--- config.mk ---
export PLATFORM = sky130hd
export DESIGN_NAME = tile_damage_detector
export DESIGN_NICKNAME = d
export VERILOG_FILES = /design/src/hdl/tdd_pkg.sv /design/src/hdl/tile_damage_detector.sv
export SDC_FILE = /design/constraint.sdc
export NUM_CORES = 1
export LEC_CHECK = 0
export BUFFER_PORTS_ARGS = -buffer_cell sky130_fd_sc_hd__buf_2
export CORE_MARGIN = 5
export CORE_UTILIZATION = 41
export DETAILED_ROUTE_END_ITERATION = 8
export PLACE_DENSITY = 0.62
export SETUP_SLACK_MARGIN = 0.02
export SLEW_MARGIN = 20
export SYNTH_ARGS = -nofsm -noshare
export SYNTH_HDL_FRONTEND = slang
export SYNTH_SLANG_ARGS = --single-unit
--- constraint.sdc ---
create_clock -name clk -period 7.75 [get_ports clk]
set_input_delay 0 -clock clk [delete_from_list [all_inputs] [get_ports clk]]
set_output_delay 0 -clock clk [all_outputs]
set_load 0.1 [all_outputs]
--- src/hdl/tdd_pkg.sv ---
// Package for the tile damage detector: sizes, register indexes and field widths.
// Used by tile_damage_detector; depends on nothing else.
`timescale 1ns / 1ps
package tdd_pkg;

  // Pixel and position geometry
  localparam int PIXEL_BITS       = 32;
  localparam int POS_W            = 13;
  localparam int SIZE_W           = 14;
  localparam int TILE_LOG2        = 6;
  localparam int COL_W            = POS_W - TILE_LOG2;
  localparam int MAX_TILE_COLUMNS = 128;
  localparam int SLOT_W           = $clog2(MAX_TILE_COLUMNS);
  localparam int TILE_IDX_W       = 7;
  localparam int SIZE_MAX_PIX     = 8192;

  // Stream payload widths
  localparam int IN_TDATA_W  = 2 * PIXEL_BITS;
  localparam int OUT_TDATA_W = 16;

  // Configuration port
  localparam int CFG_IDX_W = 2;
  typedef enum logic [CFG_IDX_W-1:0] {
    REG_SURFACE_WIDTH  = 2'd0,
    REG_SURFACE_HEIGHT = 2'd1
  } cfg_reg_t;

  localparam logic [SIZE_W-1:0] WIDTH_RESET  = SIZE_W'(1920);
  localparam logic [SIZE_W-1:0] HEIGHT_RESET = SIZE_W'(1080);

  // Sizes of zero count as one, sizes beyond the largest frame are capped.
  function automatic logic [SIZE_W-1:0] clamp_size(input logic [SIZE_W-1:0] v);
    logic [SIZE_W-1:0] r;
    if (v == '0) begin
      r = SIZE_W'(1);
    end else if (v > SIZE_W'(SIZE_MAX_PIX)) begin
      r = SIZE_W'(SIZE_MAX_PIX);
    end else begin
      r = v;
    end
    return r;
  endfunction

endpackage

--- src/hdl/tile_damage_detector.sv ---
// Top level of the tile damage detector: input register, damage map and result register.
// Depends on tdd_pkg.
`timescale 1ns / 1ps
// Usage
// in_*  : one pixel pair per item in raster order; tdata carries the new pixel in the
//         low word and the previous pixel in the high word, tuser is the no-reference flag.
// out_* : one item per finished 64x64 tile (clipped at the right and bottom edges),
//         sent on the tile's last pixel; tlast marks the final tile of the frame.
// cfg_* : register writes (surface width, surface height). Any write to a known
//         register restarts the frame at pixel (0,0) and clears every column flag;
//         write only while no items are in flight.
// Throughput: one pixel pair per cycle unless a pair that closes a tile waits for the
// output register; set by the read-modify-write of the column flag that the pixel falls in.
// Path: an accepted pair is evaluated from the input register and, if it closes a
// tile, its result is written into the output register.
// Reset: width 1920, height 1080, position (0,0), all flags clear, both registers empty.
// Stalls: the output register holds a result until taken. Pairs that close no tile
// keep flowing; a pair that closes a tile waits in the input register, and the input
// side stops taking items, until the output register is free.
module tile_damage_detector (
  input  logic                              clk,
  input  logic                              rst_n,
  // Input stream
  input  logic                              in_tvalid,
  output logic                              in_tready,
  input  logic [tdd_pkg::IN_TDATA_W-1:0]    in_tdata,  // [31:0] new_pixel, [63:32] old_pixel
  input  logic                              in_tuser,  // [0] no_reference
  // Result stream
  output logic                              out_tvalid,
  input  logic                              out_tready,
  output logic [tdd_pkg::OUT_TDATA_W-1:0]   out_tdata, // [6:0] tile_column, [13:7] tile_row,
                                                       // [14] damaged, [15] zero
  output logic                              out_tlast, // last_tile
  // Configuration writes
  input  logic                              cfg_valid,
  output logic                              cfg_ready,
  input  logic [tdd_pkg::CFG_IDX_W-1:0]     cfg_index,
  input  logic [tdd_pkg::SIZE_W-1:0]        cfg_data
);
  import tdd_pkg::*;

  // Surface size, stored already clamped
  logic [SIZE_W-1:0] width_r, width_nxt;
  logic [SIZE_W-1:0] height_r, height_nxt;

  // Raster position and damage map
  logic [POS_W-1:0]            pix_x_r, pix_x_nxt;
  logic [POS_W-1:0]            pix_y_r, pix_y_nxt;
  logic [MAX_TILE_COLUMNS-1:0] flags_r, flags_nxt;

  // Input register
  logic                  s1_valid_r, s1_valid_nxt;
  logic [PIXEL_BITS-1:0] s1_new_r, s1_old_r;
  logic                  s1_noref_r;

  // Result register
  logic                  out_valid_r, out_valid_nxt;
  logic [TILE_IDX_W-1:0] out_col_r, out_row_r;
  logic                  out_dmg_r, out_last_r;

  // Per-pixel evaluation
  logic                 in_acc, cfg_acc, cfg_hit;
  logic [COL_W-1:0]     col;
  logic [COL_W-1:0]     row;
  logic [SLOT_W-1:0]    slot;
  logic [SIZE_W-1:0]    x_inc, y_inc;
  logic                 line_end, frame_end, tile_x_end, tile_y_end;
  logic                 emit, hit, adv, out_free;

  assign in_acc  = in_tvalid && in_tready;
  assign cfg_acc = cfg_valid && cfg_ready;
  assign cfg_hit = cfg_acc && ((cfg_index == REG_SURFACE_WIDTH) ||
                               (cfg_index == REG_SURFACE_HEIGHT));
  assign cfg_ready = 1'b1;

  // Tile geometry of the pixel in the input register
  assign col   = pix_x_r[POS_W-1:TILE_LOG2];
  assign row   = pix_y_r[POS_W-1:TILE_LOG2];
  assign slot  = (32'(col) >= MAX_TILE_COLUMNS) ? SLOT_W'(MAX_TILE_COLUMNS - 1)
                                                 : SLOT_W'(col);
  assign x_inc = SIZE_W'(pix_x_r) + SIZE_W'(1);
  assign y_inc = SIZE_W'(pix_y_r) + SIZE_W'(1);
  assign line_end   = x_inc >= width_r;
  assign frame_end  = y_inc >= height_r;
  assign tile_x_end = line_end  || (x_inc[TILE_LOG2-1:0] == '0);
  assign tile_y_end = frame_end || (y_inc[TILE_LOG2-1:0] == '0);
  assign emit = tile_x_end && tile_y_end;
  assign hit  = s1_noref_r || (s1_new_r != s1_old_r);

  // The pixel moves on unless it closes a tile and the result register is busy
  assign out_free  = !out_valid_r || out_tready;
  assign adv       = s1_valid_r && (!emit || out_free);
  assign in_tready = !s1_valid_r || adv;

  // Next state of position, flags and size registers
  always_comb begin
    width_nxt  = width_r;
    height_nxt = height_r;
    pix_x_nxt  = pix_x_r;
    pix_y_nxt  = pix_y_r;
    flags_nxt  = flags_r;
    if (cfg_hit) begin
      if (cfg_index == REG_SURFACE_WIDTH) begin
        width_nxt = clamp_size(cfg_data);
      end else begin
        height_nxt = clamp_size(cfg_data);
      end
      pix_x_nxt = '0;
      pix_y_nxt = '0;
      flags_nxt = '0;
    end else if (adv) begin
      if (emit) begin
        flags_nxt[slot] = 1'b0;
      end else if (hit) begin
        flags_nxt[slot] = 1'b1;
      end
      if (line_end) begin
        pix_x_nxt = '0;
        pix_y_nxt = frame_end ? '0 : y_inc[POS_W-1:0];
      end else begin
        pix_x_nxt = x_inc[POS_W-1:0];
      end
    end
  end

  // Handshake bookkeeping for both registers
  always_comb begin
    s1_valid_nxt  = in_acc ? 1'b1 : (adv ? 1'b0 : s1_valid_r);
    out_valid_nxt = out_valid_r;
    if (out_tvalid && out_tready) begin
      out_valid_nxt = 1'b0;
    end
    if (adv && emit) begin
      out_valid_nxt = 1'b1;
    end
  end

  // Control state
  always_ff @(posedge clk) begin
    if (!rst_n) begin
      width_r     <= WIDTH_RESET;
      height_r    <= HEIGHT_RESET;
      pix_x_r     <= '0;
      pix_y_r     <= '0;
      flags_r     <= '0;
      s1_valid_r  <= 1'b0;
      out_valid_r <= 1'b0;
    end else begin
      width_r     <= width_nxt;
      height_r    <= height_nxt;
      pix_x_r     <= pix_x_nxt;
      pix_y_r     <= pix_y_nxt;
      flags_r     <= flags_nxt;
      s1_valid_r  <= s1_valid_nxt;
      out_valid_r <= out_valid_nxt;
    end
  end

  // Payload registers
  always_ff @(posedge clk) begin
    if (in_acc) begin
      s1_new_r   <= in_tdata[PIXEL_BITS-1:0];
      s1_old_r   <= in_tdata[2*PIXEL_BITS-1:PIXEL_BITS];
      s1_noref_r <= in_tuser;
    end
    if (adv && emit) begin
      out_col_r  <= TILE_IDX_W'(col);
      out_row_r  <= TILE_IDX_W'(row);
      out_dmg_r  <= flags_r[slot] || hit;
      out_last_r <= line_end && frame_end;
    end
  end

  assign out_tvalid = out_valid_r;
  assign out_tdata  = {1'b0, out_dmg_r, out_row_r, out_col_r};
  assign out_tlast  = out_last_r;

  // Checks
  a_pos_in_surface: assert property (@(posedge clk) disable iff (!rst_n)
    (SIZE_W'(pix_x_r) < width_r) && (SIZE_W'(pix_y_r) < height_r))
    else $error("raster position outside the surface");

  a_cfg_restart: assert property (@(posedge clk) disable iff (!rst_n)
    cfg_hit |=> (pix_x_r == '0) && (pix_y_r == '0) && (flags_r == '0))
    else $error("register write did not restart the frame");

  a_frame_wrap: assert property (@(posedge clk) disable iff (!rst_n)
    (adv && emit && line_end && frame_end) |=> (pix_x_r == '0) && (pix_y_r == '0))
    else $error("position did not wrap after the last tile");

  a_flag_cleared: assert property (@(posedge clk) disable iff (!rst_n)
    (adv && emit) |=> (flags_r[$past(slot)] == 1'b0))
    else $error("column flag not cleared after its tile was reported");

  a_no_overwrite: assert property (@(posedge clk) disable iff (!rst_n)
    (out_valid_r && !out_tready) |-> !(adv && emit))
    else $error("result register overwritten while stalled");

endmodule

# Word level (Yosys, flattened, before mapping)
# Index checks and enable logic that the tools add are counted.
[word_totals] word_cells=73 out_inout_bits=20 inputBits=86 reg_bits=265
[op_classes] n_reduce_logical=31 eq_ne=2 addsub=2 bitwise_logic=5 n_mux=14 magnitude_cmp=5
[ops] op="2-to-1 mux 128 bit" n=2
[ops] op="bitwise AND 128 bit" n=1
[ops] op="inverter 128 bit" n=1
[ops] op="OR 128 bit" n=1
[ops] op="!= test 32 bit" n=1
[ops] op="adder 13 x 1 -> 14 bit (second input constant)" n=2
[ops] op="greater-or-equal comparator 14 bit" n=2
[ops] op="2-to-1 mux 14 bit" n=2
[ops] op="2-to-1 mux 13 bit" n=2
[ops] op="> comparator 14 bit (second input constant)" n=1
[ops] op="zero test 14 bit" n=1
[ops] op="zero test 6 bit" n=2
[ops] op="logical AND 1 bit" n=8
[ops] op="logical OR 1 bit" n=8
[ops] op="less-than comparator 7 x 8 -> 1 bit (second input constant)" n=1
[ops] op="AND reduction 2 bit" n=4
[ops] op="binary-select mux 1 bit (select 7 bit)" n=1
[ops] op="demux 1 bit (select 7 bit)" n=1
[ops] op="greater-or-equal comparator 7 x 1 -> 1 bit (second input constant)" n=1
[ops] op="2-to-1 mux 1 bit" n=6
[ops] op="nonzero test 2 bit" n=3
[ops] op="zero test 1 bit" n=3
[ops] op="== test 2 x 1 -> 1 bit (second input constant)" n=1
[ops] op="zero test 2 bit" n=1
[ops] op="2 further kinds" n=3

# Longest topological paths before layout
[depth] word_depth=10 mapped_depth=19 mapped_depth_nobuf=14

# Worst setup path after synthesis
# OpenSTA, ideal clock, no wires.
[synth_timing] path_type="register -> register" start="register pix_x_r[0]" end="register s1_new_r[0], enable pin" arrival_time_ps=6406 n_path_buf=3 stages_incl_launch_ff=17 required_ps=7223 slack_ps=817 synth_period_minus_slack_ps=6933 setup_ps=527 path_cell_list="dfxtp_1 ha_1 and3_1 clkbuf_1 and2_1 nand3_1 nor2_1 xor2_1 ha_1 a21oi_1 nand2_1 a221oi_1 and3_1 buf_2 nor2_2 clkbuf_1 a31oi_1"
[synth_between] elab_chain_len=9 elab_cells_between_ends=10 classes_between="add/sub (1); order compare (1); reduce/logical (8)"
[synth_lines] item="from (decl)" line="tile_damage_detector.sv:47" text="logic [POS_W-1:0] pix_x_r, pix_x_nxt;"
[synth_lines] item="from (signal assigned)" line="tile_damage_detector.sv:151" text="pix_x_r <= pix_x_nxt;"
[synth_lines] item="adder 13 x 1 -> 14 bit *" line="tile_damage_detector.sv:81" text="assign x_inc = SIZE_W'(pix_x_r) + SIZE_W'(1);"
[synth_lines] item="greater-or-equal comparator 14 bit / zero test 6 bit (equally long branches)" line="tile_damage_detector.sv:83, tile_damage_detector.sv:85"
[synth_lines] item="logical OR 1 bit *" line="tile_damage_detector.sv:85" text="assign tile_x_end = line_end || (x_inc[TILE_LOG2-1:0] == '0);"
[synth_lines] item="logical AND 1 bit *" line="tile_damage_detector.sv:87" text="assign emit = tile_x_end && tile_y_end;"
[synth_lines] item="zero test 1 bit *" line="tile_damage_detector.sv:92" text="assign adv = s1_valid_r && (!emit || out_free);"
[synth_lines] item="logical OR 1 bit *" line="tile_damage_detector.sv:92"
[synth_lines] item="logical AND 1 bit *" line="tile_damage_detector.sv:92"
[synth_lines] item="logical OR 1 bit *" line="tile_damage_detector.sv:93" text="assign in_tready = !s1_valid_r || adv;"
[synth_lines] item="logical AND 1 bit *" line="tile_damage_detector.sv:70" text="assign in_acc = in_tvalid && in_tready;"
[synth_lines] item="net in_acc" line="tile_damage_detector.sv:62" text="logic in_acc, cfg_acc, cfg_hit;"
[synth_lines] item="to (signal assigned)" line="tile_damage_detector.sv:162" text="s1_new_r <= in_tdata[PIXEL_BITS-1:0];"
[synth_lines] item="to (decl)" line="tile_damage_detector.sv:53" text="logic [PIXEL_BITS-1:0] s1_new_r, s1_old_r;"
# Mark *: on every way through the listed nets, which the timed path passes. The rest lies on a longest branch.
# A chain may end at the register's enable or synchronous reset.

==> flow_metrics.tcl <==
set metrics [dict create \
    max_slew_margin_pct 17.9 \
    cts_made_buffers 29 \
    cp_common_cell "nand3_1" \
    regArea_um2 6120 \
    leakage_nw 5.61 \
    post_drt_wl_per_cell_um 21.7 \
    start_util_pct 41.3 \
    antenna_cells 0 \
    ir_worst_vdd_mv 0.166 \
    holdWs_ns 0.138 \
    area_growth_pct 18.8 \
    p_comb_share_pct 5.7 \
    yosys_warnings 0 \
    grt_pass1_wl_um 68600 \
    numPortBuffers 103 \
    dp.cells 1874 \
    cts.sinks 265 \
    core_um2 33400 \
    syn_avg_cell_area_um2 9.55 \
    viasPerCell 6.20 \
    drt_iter0_drc 1415 \
    grt_remaining_overflow 0 \
    sw_frac_of_total_pct 22.5 \
    hpwlAfterDp_um 26200 \
    rsz0062_at_grt "false" \
    grt_use_met2_pct 36.4 \
    grt_max_degree 108 \
    slew_viol_final 0 \
    r2r_cells 13 \
    hold_viol_final 0 \
    fmax_mhz 206 \
    cp_top_family "simple AND/OR/NAND/NOR gates" \
    row_count 67 \
    instances_no_fill 2028 \
    worstSetupPathDepth 13 \
    fin_nets 1674 \
    layout_min_cycle_time_ns 4.85 \
    use_met1_pct 29.6 \
    clock_insertion_delay_worst_skew_ns 0.57 \
    cp.required_ns 8.16 \
    crit_type "flop to flop" \
    status "complete, no violations" \
    tightest_slew_ns 1.23 \
    drc 0 \
    ys_ff_latch 265 \
    wirelength_um 43900 \
    io_pins 106 \
    powerDensity_nw_per_um2 190 \
    min_path_cells 2 \
    place_congestion 0.862 \
    dieArea_um2 37300 \
    synth_flop_cell "dfxtp_1" \
    setup_violations 0 \
    setup_tns_ns 0 \
    crit_buf_inv 1 \
    grt_use_total_pct 22.1 \
    critical_path.startpoint_type "flop" \
    yosysTopAreaCell "dfxtp_1" \
    grt_util_met3_pct 3.41 \
    slowest_stage "nor3_4" \
    worst-path-max-fanout 35 \
    worstSetupEndpointType "flop" \
    seqPwrFrac_pct 47.6 \
    synth_top_area_share_pct 26.8 \
    firstDrtPassIters 6 \
    critical_path_arrival_ns 5.26 \
    antenna_found_initial 0 \
    max_stage_delay_ns 0.88 \
    net-switching-power_w 0.000701 \
    synth-edff-count 81 \
    ant_nets 0 \
    min_path_type "input port to flop" \
    syn-num-nets 1557 \
    num-fill-cells 3062 \
    clockBufferDepth 3 \
    intPower_w 0.00241 \
    syn_area_um2 13800 \
    synthTopCellsByCount "184 x dfxtp_1, 104 x nand2_1, 99 x o21ai_1" \
    drive_above_1_share_pct 13.9 \
    cts_tree "yes" \
    multi_input_area_um2 6840 \
    p_total_w 0.00311 \
    seq_area_frac_synth_pct 44.4 \
    via_count 12600 \
    drv_cap 0 \
    yosysUniqueCellTypes 72 \
    h-tree-depth 1 \
    cts.clk_slew.worst_paths_ns 0.06 \
    crit_chain "nand3_1 > nor2_1 > nand3_1 > xnor2_1 > ha_1 > nand4_1 > nor3_1 > o31ai_1 > and3_1 > nor3_4 > buf_4 > or4_1 > o21ai_0" \
    p_clk_share_pct 46.7 \
    synthCells 1441 \
    ctsRootBufferMaster "clkbuf_16" \
    yosysMostFrequentCell "dfxtp_1" \
    period_share_pct 62.6 \
    clock_skew_ns 0.0207 \
    grt_pass1_vias 12000 \
    dieWidth_um 193 \
    dieHeight_um 193 \
    synthArstFlopShare_pct 0 \
    grt-busiest-layer "met2" \
    synth_area_leaders "dfxtp_1 27%, edfxtp_1 18%, o311ai_0 4.6%, o211ai_1 4.5%, o21ai_1 3.6%" \
]
-- logic make-up after synthesis --
group / Yosys count / share of synthesized area, %
AND/OR/NAND/NOR: 361 / 13.8
AO/OA/AOI/OAI: 516 / 26.4
other: 2 / 0.0546
adder cells (fa/ha/maj): 30 / 2.73
flip-flops: 265 / 44.4
XOR/XNOR: 54 / 3.44
buffers and inverters: 175 / 6.09
multiplexers: 38 / 3.05
-- cell usage in the layout, fill, tap and decap left out, drive strengths merged, types with 17 or more instances in the layout --
| master | instances |
|---|---|
| inv | 36 |
| o211ai | 83 |
| buf | 125 |
| dlygate4sd3 | 101 |
| o311ai | 109 |
| o21ai | 131 |
| clkbuf | 38 |
| dfxtp | 184 |
| a221oi | 18 |
| nand2 | 104 |
| a21oi | 49 |
| a22oi | 17 |
| nor2b | 21 |
| a31oi | 17 |
| nor2 | 54 |
| nand3 | 49 |
| xnor2 | 43 |
| ha | 30 |
| nor3 | 20 |
| or4 | 33 |
| edfxtp | 81 |
| mux2 | 22 |
-- worst register-to-register path, cell delays in order, from the launching register on --
cell	delay [ns]
dfxtp_2	0.65
nand3_1	0.53
nor2_1	0.38
nand3_1	0.13
xnor2_1	0.21
ha_1	0.31
nand4_1	0.15
nor3_1	0.26
o31ai_1	0.12
and3_1	0.30
nor3_4	0.88
buf_4	0.50
or4_1	0.20
o21ai_0	0.08
-- per-layer routing --
metal / vias up / share of wire (%) / wire length [um]
met5: - / 0 / 0
met4: 0 / 4.2 / 1860
met3: 135 / 7.1 / 3110
met2: 589 / 48 / 20900
met1: 6026 / 41 / 18100
li1: 5814 / - / -
-- power groups by stage --
| stage | Clock (W) | Sequential, W | Combinational [W] |
|---|---|---|---|
| after floorplan | 0 | 0.00151 | 0.0000893 |
| after global placement | 0 | 0.00151 | 0.000133 |
| after detailed placement | 0 | 0.00151 | 0.000135 |
| after CTS | 0.00148 | 0.00148 | 0.000173 |
| after global routing | 0.00154 | 0.00148 | 0.000191 |
| final | 0.00145 | 0.00148 | 0.000177 |
-- path summary, 6_finish.rpt --
check,start,to,slack [ns]
worst max-delay path,pix_x_r[8],flop,2.90
worst min-delay path,in_tdata[59],s1_old_r[27],0.14
worst max register to register,pix_x_r[8],flop,2.90
worst min register to register,flop,flop,0.46
-- final cells by class --
class	instances	area share (%)
Inverter	35	0.803
Multi-Input combinational cell	1001	41.9
Clock buffer	38	4.95
Sequential cell	265	37.4
Clock inverter	15	1.18
Timing Repair Buffer	226	10.4
Tap cell	448	3.43
-- timing repair --
action                                 CTS  global route
gates resized for setup                  0             0
buffers inserted                         0             0
hold buffers                           101             0
endpoints found under the hold margin   95             0
-- stage by stage --
step	instance area [um^2]	setup slack [ns]	util, %
after global placement	14300	3.03	42.9
after global routing	16400	2.58	49.0
after floorplan	13800	0.817	-
after CTS	16300	2.90	49.0
final	16400	2.90	49.0
after detailed placement	14300	2.92	43.0
No activity file was read; power rests on OpenSTA's default activity.
